--- config.mk ---
export PLATFORM = sky130hd
export DESIGN_NAME = sparse_matrix_stream_encoder
export DESIGN_NICKNAME = d
export VERILOG_FILES = /design/src/hdl/sme_pkg.sv /design/src/hdl/sme_front.sv /design/src/hdl/sme_queue.sv /design/src/hdl/sme_back.sv /design/src/hdl/sparse_matrix_stream_encoder.sv
export SDC_FILE = /design/constraint.sdc
export NUM_CORES = 1
export LEC_CHECK = 0
export BUFFER_PORTS_ARGS = -buffer_cell sky130_fd_sc_hd__clkbuf_2
export CAP_MARGIN = 20
export CORE_AREA = 4 4 242 244
export CTS_CLUSTER_SIZE = 16
export DETAILED_ROUTE_END_ITERATION = 6
export DIE_AREA = 0 0 246 248
export PLACE_DENSITY = 0.64
export SKIP_CTS_REPAIR_TIMING = 1
export SLEW_MARGIN = 10
export SYNTH_ARGS = -nofsm -noshare
export SYNTH_HDL_FRONTEND = slang
export SYNTH_SLANG_ARGS = --single-unit
--- constraint.sdc ---
create_clock -name clk -period 5.29 [get_ports clk]
set_input_delay 1.058 -clock clk [delete_from_list [all_inputs] [get_ports clk]]
set_output_delay 1.058 -clock clk [all_outputs]
set_load 0.005 [all_outputs]
--- src/hdl/sme_pkg.sv ---
// Shared types and constants for the sparse matrix stream encoder.
// No dependencies; imported by every module of the block.
package sme_pkg;

  localparam int COUNT_W = 13;
  localparam int INDEX_W = 12;
  localparam int POS_W = 26;
  localparam int WORD_W = 32;
  localparam int QUEUE_DEPTH = 4;
  localparam int QPTR_W = $clog2(QUEUE_DEPTH);

  localparam logic [COUNT_W-1:0] MAX_COLS = 13'd4096;
  localparam logic [COUNT_W-1:0] MAX_ROWS = 13'd4096;
  localparam logic [WORD_W-1:0] ROW_FLAG = 32'h8000_0000;

  localparam logic REG_NUM_COLS = 1'b0;
  localparam logic REG_NUM_ROWS = 1'b1;

  typedef struct packed {
    logic hdr;
    logic mark;
    logic nz;
    logic [COUNT_W-1:0] cols;
    logic [COUNT_W-1:0] rows;
    logic [INDEX_W-1:0] row;
    logic [INDEX_W-1:0] col;
    logic [WORD_W-1:0] value;
    logic [POS_W-1:0] pos;
  } entry_t;

  typedef enum logic [2:0] {
    PH_START,
    PH_COLS,
    PH_ROWS,
    PH_MARK,
    PH_COL,
    PH_VAL
  } phase_t;

  typedef struct packed {
    logic push;
    logic pop;
    logic full;
    logic empty;
  } qctl_t;

  function automatic logic [COUNT_W-1:0] clamp_count(input logic [COUNT_W-1:0] v,
                                                     input logic [COUNT_W-1:0] maxv);
    logic [COUNT_W-1:0] r;
    if (v == '0) begin
      r = COUNT_W'(1);
    end else if (v > maxv) begin
      r = maxv;
    end else begin
      r = v;
    end
    return r;
  endfunction

endpackage

--- src/hdl/sme_front.sv ---
// Front end: accepts elements, tracks matrix position and word count, and
// queues a descriptor of the words each element causes. Depends on sme_pkg.
module sme_front (
  input  logic                    clk,
  input  logic                    rst,
  input  logic [31:0]             s_tdata,
  input  logic                    s_tvalid,
  output logic                    s_tready,
  input  logic [sme_pkg::COUNT_W-1:0] num_cols,
  input  logic [sme_pkg::COUNT_W-1:0] num_rows,
  input  logic                    q_full,
  output logic                    q_push,
  output sme_pkg::entry_t         q_wdata
);
  import sme_pkg::*;

  logic [INDEX_W-1:0] col_counter;
  logic [INDEX_W-1:0] row_counter;
  logic row_marked;
  logic header_sent;
  logic [POS_W-1:0] word_counter;

  logic [COUNT_W-1:0] cols_eff;
  logic [COUNT_W-1:0] rows_eff;
  logic accept;
  logic hdr;
  logic nz;
  logic mark;
  logic [POS_W-1:0] start_pos;
  logic [2:0] nwords;
  logic col_last;
  logic row_last;

  assign cols_eff = clamp_count(num_cols, MAX_COLS);
  assign rows_eff = clamp_count(num_rows, MAX_ROWS);
  assign s_tready = !q_full;
  assign accept = s_tvalid && s_tready;
  assign hdr = !header_sent;
  assign nz = (s_tdata != '0);
  assign mark = nz && !row_marked;
  assign start_pos = hdr ? '0 : word_counter;
  assign nwords = {hdr, 1'b0} + {2'b00, mark} + {nz, 1'b0};
  assign col_last = ({1'b0, col_counter} + COUNT_W'(1)) >= cols_eff;
  assign row_last = ({1'b0, row_counter} + COUNT_W'(1)) >= rows_eff;

  assign q_push = accept && (nwords != '0);
  always_comb begin
    q_wdata.hdr = hdr;
    q_wdata.mark = mark;
    q_wdata.nz = nz;
    q_wdata.cols = cols_eff;
    q_wdata.rows = rows_eff;
    q_wdata.row = row_counter;
    q_wdata.col = col_counter;
    q_wdata.value = s_tdata;
    q_wdata.pos = start_pos;
  end

  always_ff @(posedge clk) begin
    if (rst) begin
      col_counter <= '0;
      row_counter <= '0;
      row_marked <= 1'b0;
      header_sent <= 1'b0;
      word_counter <= '0;
    end else if (accept) begin
      word_counter <= start_pos + POS_W'(nwords);
      if (col_last) begin
        col_counter <= '0;
        row_marked <= 1'b0;
        if (row_last) begin
          row_counter <= '0;
          header_sent <= 1'b0;
        end else begin
          row_counter <= row_counter + INDEX_W'(1);
          header_sent <= 1'b1;
        end
      end else begin
        col_counter <= col_counter + INDEX_W'(1);
        header_sent <= 1'b1;
        if (mark) begin
          row_marked <= 1'b1;
        end
      end
    end
  end

  a_push_has_words: assert property (@(posedge clk) disable iff (rst)
    q_push |-> (q_wdata.hdr || q_wdata.nz))
    else $error("queued descriptor causes no word");

endmodule

--- src/hdl/sme_queue.sv ---
// Short descriptor queue between the front end and the word generator.
// Depends on sme_pkg.
module sme_queue (
  input  logic            clk,
  input  logic            rst,
  input  logic            push,
  input  sme_pkg::entry_t wdata,
  input  logic            pop,
  output sme_pkg::entry_t rdata,
  output logic            full,
  output logic            empty
);
  import sme_pkg::*;

  entry_t slots [QUEUE_DEPTH];
  logic [QPTR_W-1:0] wr_ptr;
  logic [QPTR_W-1:0] rd_ptr;
  logic [QPTR_W:0] count;
  qctl_t ctl;

  assign full = (count == (QPTR_W+1)'(QUEUE_DEPTH));
  assign empty = (count == '0);
  assign rdata = slots[rd_ptr];
  assign ctl = '{push: push, pop: pop, full: full, empty: empty};

  always_ff @(posedge clk) begin
    if (ctl.push) begin
      slots[wr_ptr] <= wdata;
    end
  end

  always_ff @(posedge clk) begin
    if (rst) begin
      wr_ptr <= '0;
      rd_ptr <= '0;
      count <= '0;
    end else begin
      if (ctl.push) begin
        wr_ptr <= wr_ptr + QPTR_W'(1);
      end
      if (ctl.pop) begin
        rd_ptr <= rd_ptr + QPTR_W'(1);
      end
      count <= count + (QPTR_W+1)'(ctl.push) - (QPTR_W+1)'(ctl.pop);
    end
  end

  a_no_overflow: assert property (@(posedge clk) disable iff (rst)
    ctl.full |-> !ctl.push)
    else $error("push into full queue");

  a_no_underflow: assert property (@(posedge clk) disable iff (rst)
    ctl.empty |-> !ctl.pop)
    else $error("pop from empty queue");

endmodule

--- src/hdl/sme_back.sv ---
// Word generator: expands the queue head into output words, one per cycle while
// the output accepts them, into a registered output stage. Depends on sme_pkg.
module sme_back (
  input  logic                clk,
  input  logic                rst,
  input  sme_pkg::entry_t     head,
  input  logic                q_empty,
  output logic                q_pop,
  output logic [63:0]         m_tdata,
  output logic                m_tvalid,
  input  logic                m_tready,
  output logic                m_tlast
);
  import sme_pkg::*;

  phase_t phase;
  phase_t phase_next;
  phase_t cur;
  logic [2:0] offset;
  logic load;
  logic last;
  logic [WORD_W-1:0] word;
  logic [POS_W-1:0] pos;

  assign load = !q_empty && (!m_tvalid || m_tready);
  assign pos = head.pos + POS_W'(offset);
  assign q_pop = load && last;

  always_comb begin
    if (phase == PH_START) begin
      cur = head.hdr ? PH_COLS : (head.mark ? PH_MARK : PH_COL);
    end else begin
      cur = phase;
    end
    last = 1'b0;
    phase_next = PH_START;
    word = '0;
    case (cur)
      PH_COLS: begin
        word = WORD_W'(head.cols);
        phase_next = PH_ROWS;
      end
      PH_ROWS: begin
        word = WORD_W'(head.rows);
        if (head.mark) begin
          phase_next = PH_MARK;
        end else if (head.nz) begin
          phase_next = PH_COL;
        end else begin
          last = 1'b1;
        end
      end
      PH_MARK: begin
        word = ROW_FLAG | WORD_W'(head.row);
        phase_next = PH_COL;
      end
      PH_COL: begin
        word = WORD_W'(head.col);
        phase_next = PH_VAL;
      end
      PH_VAL: begin
        word = head.value;
        last = 1'b1;
      end
      default: begin
        last = 1'b1;
      end
    endcase
  end

  always_ff @(posedge clk) begin
    if (rst) begin
      phase <= PH_START;
      offset <= '0;
    end else if (load) begin
      if (last) begin
        phase <= PH_START;
        offset <= '0;
      end else begin
        phase <= phase_next;
        offset <= offset + 3'd1;
      end
    end
  end

  always_ff @(posedge clk) begin
    if (rst) begin
      m_tvalid <= 1'b0;
    end else if (load) begin
      m_tvalid <= 1'b1;
    end else if (m_tready) begin
      m_tvalid <= 1'b0;
    end
  end

  always_ff @(posedge clk) begin
    if (load) begin
      m_tdata <= {6'b0, pos, word};
      m_tlast <= last;
    end
  end

  a_phase_has_head: assert property (@(posedge clk) disable iff (rst)
    (phase != PH_START) |-> !q_empty)
    else $error("word generator mid-descriptor with empty queue");

  a_offset_bound: assert property (@(posedge clk) disable iff (rst)
    offset <= 3'd4)
    else $error("more than five words from one descriptor");

endmodule

--- src/hdl/sparse_matrix_stream_encoder.sv ---
// Sparse matrix stream encoder top level: configuration registers, front end,
// descriptor queue and word generator. Depends on sme_pkg and its submodules.
// An accepted element's descriptor is registered in the queue, its words in the output stage.
// Throughput: one word out per cycle unless m_tready stalls; a nonzero element takes 2 to 5
// words, a zero one two if it opens a matrix, else none; one element in per cycle while the queue has room.
// Reset is synchronous: counters clear, num_cols and num_rows return to 1, the queue empties.
module sparse_matrix_stream_encoder (
  input  logic        clk,
  input  logic        rst,
  input  logic [31:0] s_tdata,   // [31:0] element_value
  input  logic        s_tvalid,
  output logic        s_tready,
  output logic [63:0] m_tdata,   // [31:0] stream_word, [57:32] word_position
  output logic        m_tvalid,
  input  logic        m_tready,
  output logic        m_tlast,
  input  logic        psel,
  input  logic        penable,
  input  logic        pwrite,
  input  logic [2:0]  paddr,
  input  logic [31:0] pwdata,
  output logic [31:0] prdata,
  output logic        pready
);
  import sme_pkg::*;

  logic [COUNT_W-1:0] num_cols;
  logic [COUNT_W-1:0] num_rows;
  logic wr_en;
  logic q_push;
  logic q_pop;
  logic q_full;
  logic q_empty;
  entry_t q_wdata;
  entry_t q_rdata;

  assign pready = 1'b1;
  assign wr_en = psel && penable && pwrite && pready;

  always_ff @(posedge clk) begin
    if (rst) begin
      num_cols <= COUNT_W'(1);
      num_rows <= COUNT_W'(1);
    end else if (wr_en) begin
      if (paddr[2] == REG_NUM_COLS) begin
        num_cols <= pwdata[COUNT_W-1:0];
      end else begin
        num_rows <= pwdata[COUNT_W-1:0];
      end
    end
  end

  assign prdata = (paddr[2] == REG_NUM_ROWS) ? 32'(num_rows) : 32'(num_cols);

  sme_front u_front (
    .clk      (clk),
    .rst      (rst),
    .s_tdata  (s_tdata),
    .s_tvalid (s_tvalid),
    .s_tready (s_tready),
    .num_cols (num_cols),
    .num_rows (num_rows),
    .q_full   (q_full),
    .q_push   (q_push),
    .q_wdata  (q_wdata)
  );

  sme_queue u_queue (
    .clk   (clk),
    .rst   (rst),
    .push  (q_push),
    .wdata (q_wdata),
    .pop   (q_pop),
    .rdata (q_rdata),
    .full  (q_full),
    .empty (q_empty)
  );

  sme_back u_back (
    .clk      (clk),
    .rst      (rst),
    .head     (q_rdata),
    .q_empty  (q_empty),
    .q_pop    (q_pop),
    .m_tdata  (m_tdata),
    .m_tvalid (m_tvalid),
    .m_tready (m_tready),
    .m_tlast  (m_tlast)
  );

endmodule
==> results.toml <==
[detailed_routing]
drt_iter0_drc = 1152
viasPerCell = 5.43
wire_per_inst_um = 20.9
drc = 0
wl_mm = 54.9
drtPass1Iterations = 7
via_count = 14252
antenna_left = 0

[yosys]
synthArstFlopShare_pct = 0
synth_top_family_by_area = "multiplexers"
synth_compound_area_share_pct = 4.65
yosys_warnings = 0
synthTopCellsByCount = "edfxtp_1, nand2_1, dfxtp_1"
yosys-top-cells-area = "edfxtp_1, mux4_2, dfxtp_1"
netlist_instances = 1680
synthAdderAreaFrac_pct = 2.33
syn_avg_cell_area_um2 = 15.0
synth_top_cell_by_area = "edfxtp_1"
synth_area_um2 = 25100
yosys.area_share.simple_pct = 9.71
yosys.area_share.xor_xnor_pct = 2.13
yosys-mux-area-fraction_pct = 10.5
yosysMostFrequentCell = "edfxtp_1"
yosysSeqAreaShare_pct = 67.6
synth_edf_count = 503
synthFlopType = "edfxtp_1"
ys_ff_latch = 597
synth_cell_type_count = 67
yosysTopAreaCellShare_pct = 60.1

[worst_setup_path]
path_max_fanout = 9
cp_cell_sequence = "clkbuf_2 -> nor4_1 -> nand4_1 -> nor2_1 -> inv_1 -> ha_1 -> inv_1 -> fa_1 -> nor2b_1 -> o211a_1 -> nand2_1 -> mux2_2 -> a22oi_1 -> nor2_1"
crit_buf_inv = 3
cp_slowest_stage_delay_ns = 0.60
worst_setup_path_start_kind = "input pin"
cp.required_ns = 5.76
slowest_stage = "nor4_1"
worstSetupEndpointType = "flop"
path_delay_family = "simple AND/OR/NAND/NOR gates"
crit_arrival_ns = 4.48
critPathKind = "input pin to flop"

[placed_design]
globalplace.congestion = 0.817
hpwlAfterDp_mm = 35.1
dpl_cell_area_um2 = 26600
dp_slack_ns = 0.661
port_buffers = 126

[timing]
finalCritPeriodShare_pct = 75.7
grt_setup_unrepaired = "false"
worst_slew_pin_slew_ns = 1.01
fmax_mhz = 250
finalHoldViolations = 0
setup_viol = 0
finalCriticalPeriod_ns = 4.00
fin_ws_ns = 1.29
relSlewSlack_pct = 32.6
fin_setup_tns_ns = 0
finalClockSkew_ns = 0.0215
maxSlewViolCount = 0

[grt]
grt_pass1_wl_mm = 85.4
grt_max_degree = 72
grt_pass1_vias = 14376
overflow = 0
antenna_found_initial = 0
grtUsageTotal_pct = 18.0

[pwr]
p_per_area_nw_per_um2 = 440
total_power_mw = 12.6
irDropWorstVdd_mv = 0.290
leakage_nw = 9.99

[die]
rows = 87
dieArea_um2 = 61000
initial_core_util_pct = 44.7
coreArea_um2 = 56300
die_w_um = 246
dieHeight_um = 248
io_pins = 174

[clocking]
cts.path.max_buffers = 3
cts_root_buf = "clkbuf_16"
cts_tree = "built"
cts.sink_count = 597
worst_skew_pair.late_latency_ns = 0.62
htreeDepth = 2
cts.reportedPaths.clkPinSlew_ns = 0.06
numCtsBuffers = 60

[finish]
areaGrowthSynthToFinish_pct = 14.1
nFillCells = 4701
drive_above_1_share_pct = 20.8
final_cell_area_um2 = 28700
final_nets = 1934

[min_path]
hold_class = "flop to flop"

[run]
drv_cap = 0

[status]
status = "finished, final reports clean"
[worst reg2reg max path: stages (launching register included)]
cell	delay, ns
dfxtp_1	0.48
ha_1	0.32
and3_1	0.31
and3_1	0.24
nand3_1	0.11
xnor2_1	0.22
ha_1	0.29
a21oi_1	0.13
o21ai_0	0.13
nor2b_1	0.19
a211oi_1	0.75
buf_4	0.34
nand3_1	0.10
a21oi_1	0.16
[cells by family (layout without fill, tap and decap cells)]
logic type / after synthesis / in the layout
muxes: 150 / 150
xor gates and xnor gates: 61 / 61
and+or+nand+nor: 479 / 479
adders and majority gates: 45 / 45
DFF: 597 / 597
buffers and inverters: 159 / 321
other: 2 / 27
AOI/OAI and AO/OA: 187 / 187
[sequential cells by signal (all words and copies together) (netlist names), named ones only]
name and flops:
u_queue.slots 444, u_back.m_tdata 58, u_front.word_counter 26, num_cols 13, num_rows 13, u_front.col_counter 12
u_front.row_counter 12, u_back.offset 3, u_back.phase 3, u_queue.count 3, u_queue.rd_ptr 2, u_queue.wr_ptr 2
u_back.m_tlast 1, u_back.m_tvalid 1, u_front.header_sent 1, u_front.row_marked 1
[cells in the final DEF (no fill, tap or decap), drive strengths merged, types with 42 or more instances in the layout]
cell type	count
dfxtp	94
and2	51
nand2	158
mux4	87
clkbuf	199
ha	42
edfxtp	503
a21oi	76
nor2	63
inv	52
nand3	47
[metal layers]
layer | up-vias | track usage, % | part of all wire [%] | wire length [um]
met1 | 7207 | 26.8 | 46 | 25500
met3 | 67 | 2.88 | 5.9 | 3260
met5 | - | 0 | 0 | 0
met4 | 0 | 4.17 | 1.5 | 850
li1 | 6590 | - | - | -
met2 | 388 | 28.2 | 46 | 25300
[where the power goes]
part	total, mW	internal, mW	switching [mW]
combinational	2.20	0.779	1.42
sequential	6.10	5.90	0.206
clock	4.31	2.52	1.78
total	12.6	9.20	3.41
[path summary, 6_finish.rpt]
check	depth (start not counted)	startpoint	slack [ns]	endpoint
worst min register to register	2	u_front.word_counter[0]	0.46	u_front.word_counter[0]
worst max-delay path	14	s_tdata[1]	1.29	u_front.word_counter[8]
worst min-delay path	2	u_front.word_counter[0]	0.46	u_front.word_counter[0]
worst max register to register	13	u_front.col_counter[0]	1.45	u_front.col_counter[11]
[area by class of cell]
type,count,area [um^2],area share [%]
sequential,597,17000,59.3
multi-input combinational,948,7480,26.1
clock buffer,74,1620,5.66
timing repair buffer,156,1020,3.56
tap,756,946,3.30
clock inverter,39,417,1.45
inverter,52,195,0.681
antenna,1,2.50,0.00873
[through the flow]
step           utilization [%]  instances  hold WS [ns]
2_1_floorplan                -       1704         0.432
3_3_place_gp              47.3       2509         0.438
3_5_place_dp              47.3       2509         0.449
4_1_cts                   51.0       2622         0.458
5_1_grt                   51.0       2622         0.484
6_report                  51.0       2623         0.456
No activity file was read; power rests on OpenSTA's default activity.
